`config.mk`:
```
export PLATFORM = sky130hd
export DESIGN_NAME = tcle_ctrl
export DESIGN_NICKNAME = d
export VERILOG_FILES = /design/src/rtl/tcle_pkg.sv /design/src/rtl/tcle_ctrl.sv
export SDC_FILE = /design/constraint.sdc
export NUM_CORES = 1
export LEC_CHECK = 0
export BUFFER_PORTS_ARGS = -buffer_cell sky130_fd_sc_hd__buf_2
export CORE_AREA = 2 2 39 41
export DETAILED_ROUTE_END_ITERATION = 10
export DIE_AREA = 0 0 41 43
export PLACE_DENSITY = 0.6
export SLEW_MARGIN = 20
export SYNTH_ARGS = -nofsm -noshare
export SYNTH_HDL_FRONTEND = slang
export SYNTH_SLANG_ARGS = --single-unit
```
`constraint.sdc`:
```
create_clock -name clk -period 1.09 [get_ports clk]
set_input_delay 0.109 -clock clk [delete_from_list [all_inputs] [get_ports clk]]
set_output_delay 0.109 -clock clk [all_outputs]
set_load 0.1 [all_outputs]
```
`src/rtl/tcle_pkg.sv`:
```
package tcle_pkg;

    // default geometry and line size
    localparam int COLUMNS_DEF       = 80;
    localparam int ROWS_DEF          = 25;
    localparam int LINE_CAPACITY_DEF = 256;

    // request codes
    localparam logic [1:0] REQ_KEY   = 2'd0;
    localparam logic [1:0] REQ_RAW   = 2'd1;
    localparam logic [1:0] REQ_READ  = 2'd2;
    localparam logic [1:0] REQ_CLEAR = 2'd3;

    // character codes
    localparam logic [7:0] CH_BLANK = 8'h20;
    localparam logic [7:0] CH_TILDE = 8'h7E;
    localparam logic [7:0] CH_BS    = 8'h08;
    localparam logic [7:0] CH_NL    = 8'h0A;

    // columns kept by backspace for the prompt
    localparam int PROMPT_COLS = 2;

    // attribute after reset
    localparam logic [7:0] ATTR_RESET = 8'h07;

    // input transaction
    typedef struct packed {
        logic [1:0] req_type;
        logic [7:0] char_code;
        logic [4:0] read_row;
        logic [6:0] read_col;
    } in_t;

    // output transaction
    typedef struct packed {
        logic [4:0]  cursor_row;
        logic [6:0]  cursor_col;
        logic [15:0] cell_data;
        logic [7:0]  line_length;
        logic        line_done;
    } out_t;

    // what a screen sweep does
    typedef enum logic [1:0] {
        SWEEP_INIT,
        SWEEP_CLEAR,
        SWEEP_SCROLL
    } sweep_mode_t;

    // controller to datapath
    typedef struct packed {
        logic        capture;
        logic        exec;
        logic        sweep;
        sweep_mode_t sweep_mode;
        logic        load;
    } cmd_t;

    // datapath to controller
    typedef struct packed {
        logic scroll;
        logic clear;
        logic sweep_last;
    } status_t;

endpackage

```
`src/rtl/tcle_ctrl.sv`:
```
module tcle_ctrl (
    input  logic              clk,
    input  logic              rst_n,
    input  logic              in_valid,
    output logic              in_stall,
    output logic              out_valid,
    input  logic              out_stall,
    input  tcle_pkg::status_t status,
    output tcle_pkg::cmd_t    cmd
);

    typedef enum logic [2:0] {
        S_INIT,
        S_IDLE,
        S_EXEC,
        S_SCROLL,
        S_CLEAR,
        S_RESULT
    } state_t;

    state_t state_reg, state_next;
    logic   out_valid_reg, out_valid_next;
    logic   slot_free;

    // output register can take a new result
    assign slot_free = !out_valid_reg || !out_stall;

    // commands and next state
    always_comb
    begin
        cmd            = '0;
        cmd.sweep_mode = tcle_pkg::SWEEP_INIT;
        in_stall       = 1'b1;
        state_next     = state_reg;
        case (state_reg)
            S_INIT:
            begin
                cmd.sweep = 1'b1;
                if (status.sweep_last)
                begin
                    state_next = S_IDLE;
                end
            end
            S_IDLE:
            begin
                in_stall    = 1'b0;
                cmd.capture = in_valid;
                if (in_valid)
                begin
                    state_next = S_EXEC;
                end
            end
            S_EXEC:
            begin
                cmd.exec = 1'b1;
                if (status.clear)
                begin
                    state_next = S_CLEAR;
                end
                else if (status.scroll)
                begin
                    state_next = S_SCROLL;
                end
                else
                begin
                    state_next = S_RESULT;
                end
            end
            S_SCROLL:
            begin
                cmd.sweep      = 1'b1;
                cmd.sweep_mode = tcle_pkg::SWEEP_SCROLL;
                if (status.sweep_last)
                begin
                    state_next = S_RESULT;
                end
            end
            S_CLEAR:
            begin
                cmd.sweep      = 1'b1;
                cmd.sweep_mode = tcle_pkg::SWEEP_CLEAR;
                if (status.sweep_last)
                begin
                    state_next = S_RESULT;
                end
            end
            S_RESULT:
            begin
                // result leaves and the next transaction may enter together
                in_stall    = !slot_free;
                cmd.load    = slot_free;
                cmd.capture = slot_free && in_valid;
                if (slot_free)
                begin
                    state_next = in_valid ? S_EXEC : S_IDLE;
                end
            end
            default:
            begin
                state_next = S_INIT;
            end
        endcase
    end

    // output valid flag
    always_comb
    begin
        if (cmd.load)
        begin
            out_valid_next = 1'b1;
        end
        else if (!out_stall)
        begin
            out_valid_next = 1'b0;
        end
        else
        begin
            out_valid_next = out_valid_reg;
        end
    end

    // state and registered outputs
    always_ff @(posedge clk or negedge rst_n)
    begin
        if (!rst_n)
        begin
            state_reg     <= S_INIT;
            out_valid_reg <= 1'b0;
        end
        else
        begin
            state_reg     <= state_next;
            out_valid_reg <= out_valid_next;
        end
    end

    assign out_valid = out_valid_reg;

endmodule

```
==> results of run 1 <==
kinds of logic (layout without fill, tap and decap cells):
family,count (synthesis),in the layout
mux,1,1
compound gates,11,11
flops,4,4
simple gates,18,18
buf+inv,6,44
placed cells by master, fill, tap and decap left out, types with 2 or more instances in the layout:
cell and count:
buf_6 14, nor2_4 3, buf_2 6, dfrtp_2 2, clkbuf_4 3, nand2_1 2
buf_12 9, nand3_4 2, buf_4 7, nor2b_1 3
layout make-up:
class                      count  area (um^2)
fill                         114          500
multi-input combinational     30          282
tap                           16         20.0
timing repair buffer          37          430
inverter                       3         18.8
clock buffer                   4         26.3
sequential                     4          106
metrics by stage:
| stage | instance area (um^2) | setup slack [ps] |
|---|---|---|
| final | 883 | -378 |
| after global routing | 883 | -407 |
| after CTS | 833 | -369 |
| after detailed placement | 698 | -169 |
| after global placement | 698 | -177 |
| after floorplan | 412 | -671 |
worst max-delay path, delay by kind of cell, from the launching register on:
family        cells  cell delay (ps)
buf+inv           2              320
flops             1              420
simple gates      2              380
path summary, 6_finish.rpt:
path                              start            to  slack (ps)  depth (start not counted)
max                        state_reg[2]        cmd[4]        -380                          4
min                               rst_n     out_valid         200                          2
max reg2reg                state_reg[2]  state_reg[1]        -300                          6
min reg2reg                state_reg[1]  state_reg[2]         740                          3
max in group asynchronous         rst_n  state_reg[0]         750                          2
min in group clk              status[0]  state_reg[2]         250                          3
metal layers:
metal  track usage  wire [um]  vias up  share of wire
li1              -          -      217              -
met3        0.0471         44        2          0.037
met2         0.241        658       18           0.55
met1         0.186        484      216           0.40
met4         0.100         13        0          0.011
met5             0          0        -              0
timing repair:
item / CTS / global route
endpoints found under the setup margin: 11 / 12
resized for setup: 13 / 9
hold buffers: 1 / 0
endpoints found under the hold margin: 4 / 0
pin swaps: 8 / 2
setup buffers: 7 / 2
==> impl_metrics.toml, run 1 <==
[yosys]
synth_top_family_by_area = "simple AND/OR/NAND/NOR gates"
syn_area_um2 = 333
synth_top_area_cell = "dfrtp_1"
syn-instance-count = 40
syn_avg_cell_area_um2 = 8.32
muxShareOfSynthArea = 0.0301
synth-compound-area-share = 0.259
syn_nets = 47
synthDistinctLibCells = 26
synth_xor_area_frac = 0
async_flop_share = 1.00
yosysTopAreaCellShare = 0.301
synth_fa_ha_area_frac = 0
yosysSeqAreaShare = 0.301
synth.ff_latch_count = 4
synth_commonest_cells = "dfrtp_1 (4), nor2_1 (4), inv_1 (3), nand2_1 (3), nor2b_1 (3)"
ys_top_cells_by_area = "dfrtp_1 (30%), nor2b_1 (5.6%), nor2_1 (4.5%)"
synth_edf_count = 0
synth-simple-area-share = 0.305
ys.flop_type = "dfrtp_1"
yosysWarnings = 0

[clock_network]
path_clk_slew_ps = 40
cts.path.max_buffers = 2
cts_inserted_buffers = 3
clock-sinks = 4
root_buffer = "clkbuf_4"
h-tree-depth = 1
cts_tree = "done"
worstSkewPairLatency_ps = 240

[sta]
fmax_mhz = 681
finalSetupTns_ps = -3200
slew_headroom = 0.782
rsz0062_at_grt = "true"
finalCritPeriodShare = 1.35
clock_skew_ps = 6.08
maxSlewViolCount = 0
hold_viol = 0
hold_slack_ps = 199
finalSetupViolCount = 11
worstMarginPinSlew_ps = 326
period_minus_slack_ps = 1470
worst_slack_ps = -378

[finish]
layout.cells.non_filler = 94
postLayoutCoreUtil = 0.638
antennaDiodeCount = 0
area_growth_pct = 165
drive_gt1_frac = 0.731
largest_reg_flops = 3
nets = 86

[die]
start_util = 0.241
core_region_area_mm2 = 0.00138
die_area_mm2 = 0.00176
die_x_um = 41
rows = 14
chipHeight_um = 43
io_pins = 15

[place]
place_inst = 80
hpwl_um = 728
place_congestion = 0.842
io_buffers = 14

[setup_path]
crit_arrival_ps = 1360
worstPathRequired_ps = 980
cp_common_cell = "buf_12"
crit_path_start_kind = "flip-flop"
critPathMaxStageDelay_ps = 420
worst-path-max-fanout = 3
setup.worst_path.class = "reg2out"
slowest_stage = "dfrtp_2"
crit_chain = "or2b_4, buf_12, nor2_4, buf_12"
end_kind = "output pin"

[hold_path]
min_path_type = "in2async"

[detailed_routing]
post-route-drc-count = 0
dr.pass1.iters = 5
routed_wl_mm = 1.20
wire_per_inst_um = 12.8
drtAntennaViolNets = 0
vias_per_cell = 4.82
vias = 453
drt_iter0_drc = 10

[outcome]
violations = "setup timing"
outcome = "complete, but fails checks"

[global_routing]
overflow = 0
grt_usage = 0.159
grt_pass1_vias = 420
antenna_found_initial = 0
grt_max_degree = 7
grt_pass1_wl_mm = 1.81

[run]
drv_cap = 0
Power of run 1 is not shown: default switching activity piles up to over one toggle a cycle in this logic, so the estimate is an artifact.
==> run 2, diff against run 1 <==
--- a/config.mk
+++ b/config.mk
@@ -9,7 +9,6 @@
 export CORE_AREA = 2 2 39 41
 export DETAILED_ROUTE_END_ITERATION = 10
 export DIE_AREA = 0 0 41 43
-export PLACE_DENSITY = 0.6
 export SLEW_MARGIN = 20
 export SYNTH_ARGS = -nofsm -noshare
 export SYNTH_HDL_FRONTEND = slang
==> constraint.sdc (replaced) <==
create_clock -name clk -period 1.66 [get_ports clk]
set_input_delay 0.166 -clock clk [delete_from_list [all_inputs] [get_ports clk]]
set_output_delay 0.166 -clock clk [all_outputs]
set_load 0.1 [all_outputs]
==> impl_metrics.toml, run 2 (same netlist as run 1, synthesis figures left out) <==
[outcome]
outcome = "complete, no violations"

[die]
rows = 14
start_util = 0.241
die_area_mm2 = 0.00176
io_pins = 15
core_region_area_mm2 = 0.00138
die_x_um = 41
chipHeight_um = 43

[finish]
nets = 65
final_common_cell = "buf_2"
drive_gt1_frac = 0.526
area_growth_pct = 79.7
final_area_um2 = 598
layout.cells.non_filler = 73
largest_reg_flops = 3
antennaDiodeCount = 0
layout_common_cells = "buf_2 (8), buf_12 (6)"

[clock_network]
root_buffer = "clkbuf_4"
clock-sinks = 4
h-tree-depth = 1
cts_inserted_buffers = 3
path_clk_slew_ps = 40
cts_tree = "done"
worstSkewPairLatency_ps = 240
cts.path.max_buffers = 2

[global_routing]
grt_max_degree = 11
overflow = 0
grt_usage = 0.125
grt_pass1_vias = 337
antenna_found_initial = 0
grt_pass1_wl_mm = 1.47

[place]
place_inst = 67
hpwl_um = 713
pre_cts_slack_ps = 234
io_buffers = 14
place_congestion = 0.837
placed_area_um2 = 552

[setup_path]
setup.worst_path.class = "reg2out"
worst-path-max-fanout = 8
reg2reg_slack_ps = 380
end_kind = "output pin"
rr_endpoint = "state_reg[0]"
worstPathRequired_ps = 1490
crit_arrival_ps = 1430
crit_path_start_kind = "flip-flop"
worst_r2r_path_depth = 3
rr_startpoint = "state_reg[1]"

[sta]
slew_headroom = 0.679
worstMarginPinSlew_ps = 485
finalSetupViolCount = 0
maxSlewViolCount = 0
clock_skew_ps = 12.9
finalCritPeriodShare = 0.964
worst_slack_ps = 59.4
rsz0062_at_grt = "false"
period_minus_slack_ps = 1600
hold_viol = 0
fmax_mhz = 625

[detailed_routing]
wire_per_inst_um = 12.0
drtAntennaViolNets = 0
vias_per_cell = 4.95
vias = 361
dr.pass1.iters = 2
drt_iter0_drc = 3
post-route-drc-count = 0
routed_wl_um = 873

[hold_path]
hold_depth = 3
worstHoldStart = "out_stall"
hold_end = "out_valid"
min_path_type = "in2reg"

[run]
drv_cap = 0
run 2: metal layers:
layer / track usage / up-vias / part of all wire
met5: 0 / - / 0
met4: 0.0400 / 0 / 0
met3: 0.0628 / 0 / 0.058
met2: 0.178 / 10 / 0.50
met1: 0.158 / 172 / 0.44
li1: - / 179 / -
run 2: worst max-delay path by stage:
| stage | startpoint | endpoint |
|---|---|---|
| 2_1_floorplan | out_valid | cmd[5] |
| 3_3_place_gp | state_reg[0] | cmd[0] |
| 3_5_place_dp | state_reg[0] | cmd[0] |
| 4_1_cts | state_reg[1] | cmd[3] |
| 5_1_grt | state_reg[2] | cmd[3] |
| 6_report | state_reg[2] | cmd[3] |
run 2: per-stage QoR:
stage                     setup TNS [ps]  hold WS [ps]   util
after floorplan                     -261          -130      -
after global placement                 0         -24.8  0.399
after detailed placement               0         -25.6  0.399
after CTS                              0           243  0.426
after global routing                   0           269  0.432
final                                  0           242  0.432
run 2: final cells by class:
class / instances / area (um^2)
clock buffer: 4 / 26.3
multi-input combinational: 30 / 255
sequential: 4 / 108
tap: 16 / 20.0
timing repair buffer: 16 / 178
fill: 143 / 786
inverter: 3 / 11.3
run 2: worst max-delay path, stage by stage, from the launching register on:
cell	delay (ps)
dfrtp_2	450
or2b_4	310
nor2_4	160
a21o_4	110
buf_12	160
run 2: repair_timing:
item                                    4_1_cts  5_1_grt
endpoints found under the hold margin         4        0
buffers inserted                              0        1
gates resized for setup                       1        1
endpoints found under the setup margin        1        2
hold buffers                                  1        0
Power of run 2 is left out for the same reason.
==> run 3, diff against run 2 <==
--- a/config.mk
+++ b/config.mk
@@ -9,6 +9,7 @@
 export CORE_AREA = 2 2 39 41
 export DETAILED_ROUTE_END_ITERATION = 10
 export DIE_AREA = 0 0 41 43
+export SETUP_SLACK_MARGIN = 0.4
 export SLEW_MARGIN = 20
 export SYNTH_ARGS = -nofsm -noshare
 export SYNTH_HDL_FRONTEND = slang
==> impl_metrics.toml, run 3 (same netlist as run 1, synthesis figures left out) <==
[detailed_routing]
routed_wl_mm = 1.12
dr.pass1.iters = 2
post-route-drc-count = 0
vias = 406
drtAntennaViolNets = 0
wire_per_inst_um = 13.5
vias_per_cell = 4.89
drt_iter0_drc = 10

[setup_path]
worstPathRequired_ps = 1490
crit_path_start_kind = "flip-flop"
critPathMaxStageDelay_ps = 400
end_kind = "output pin"
slowest_stage = "dfrtp_2"
critPathTopFamily = "simple AND/OR/NAND/NOR gates"
worst-path-max-fanout = 5
crit_chain = "or2b_4, nor2_4, a21o_4, buf_12"
crit_arrival_ps = 1360
setup.worst_path.class = "reg2out"
path_buf_inv = 1

[run]
drv_cap = 0

[die]
chipHeight_um = 43
core_region_area_mm2 = 0.00138
rows = 14
die_x_um = 41
io_pins = 15
start_util = 0.241
die_area_mm2 = 0.00176

[clock_network]
h-tree-depth = 1
worstSkewPairLatency_ps = 250
cts_tree = "done"
path_clk_slew_ps = 50
cts.path.max_buffers = 2
cts_inserted_buffers = 3
clock-sinks = 4
root_buffer = "clkbuf_4"

[sta]
period_minus_slack_ps = 1530
fmax_mhz = 655
hold_slack_ps = 255
finalSetupViolCount = 0
clock_skew_ps = 11.7
slew_headroom = 0.816
finalCritPeriodShare = 0.919
rsz0062_at_grt = "true"
hold_viol = 0
worstMarginPinSlew_ps = 278
maxSlewViolCount = 0

[finish]
postLayoutCoreUtil = 0.522
antennaDiodeCount = 0
final_common_cell = "buf_4"
seq_area_um2 = 108
fillerInstances = 135
area_growth_pct = 117
multi_input_area_um2 = 268
layout_common_cells = "buf_4 (9), buf_12 (7), buf_2 (6)"
nets = 75
drive_gt1_frac = 0.657
largest_reg_flops = 3

[place]
place_congestion = 0.814
io_buffers = 14
hpwl_um = 633

[outcome]
outcome = "complete, no violations"

[global_routing]
grt_usage = 0.139
overflow = 0
grt_pass1_wl_mm = 1.61
antenna_found_initial = 0
grt_pass1_vias = 365
grt_max_degree = 11

[hold_path]
min_path_type = "in2async"
==> run 3: changes by cell type in the layout (fill, tap and decap cells not counted) <==
cell,before,now
inv_1,3,1
and3_4,0,1
nor3b_1,1,0
buf_12,6,7
and3_2,1,0
inv_8,0,1
inv_2,0,1
nor3b_2,0,1
a21oi_2,0,1
buf_2,8,6
buf_4,1,9
a21oi_1,2,1
buf_6,0,3
==> run 3: per-layer routing <==
layer	global-route usage	up-vias	routed length [um]
met2	0.213	13	618
met5	0	-	0
met4	0.0600	0	0
met3	0.0471	0	57
li1	-	196	-
met1	0.168	197	445
==> run 3: layout make-up <==
type                       count  share of cell area
timing repair buffer          26               0.390
multi-input combinational     30               0.371
sequential                     4               0.149
clock buffer                   4              0.0364
tap                           16              0.0277
inverter                       3              0.0260
==> run 3: what timing repair did <==
action / in CTS / in global routing
buffers inserted: 7 / 4
gates resized for setup: 11 / 7
pin swaps: 5 / 2
endpoints found under the hold margin: 4 / 0
endpoints found under the setup margin: 11 / 10
hold buffers: 1 / 0
==> run 3: worst paths after layout <==
check                        startpoint           end  slack, ps  cells past startpoint
setup / recovery           state_reg[1]        cmd[3]        130                      4
setup reg to reg           state_reg[1]  state_reg[0]        210                      5
hold / removal                    rst_n  state_reg[2]        250                      2
hold reg to reg               out_valid     out_valid        660                      2
max in group asynchronous         rst_n  state_reg[0]       1260                      2
min in group clk              out_stall     out_valid        280                      3
==> run 3: stage by stage <==
| stage | setup slack (ps) | area [um^2] | cells | setup TNS, ps |
|---|---|---|---|---|
| floorplan | -158 | 395 | 40 | -261 |
| global placement | 253 | 552 | 67 | 0 |
| detailed placement | 261 | 552 | 67 | 0 |
| CTS | 114 | 668 | 79 | 0 |
| global route | 93.8 | 722 | 83 | 0 |
| finish | 134 | 722 | 83 | 0 |
Power of run 3 is left out for the same reason.
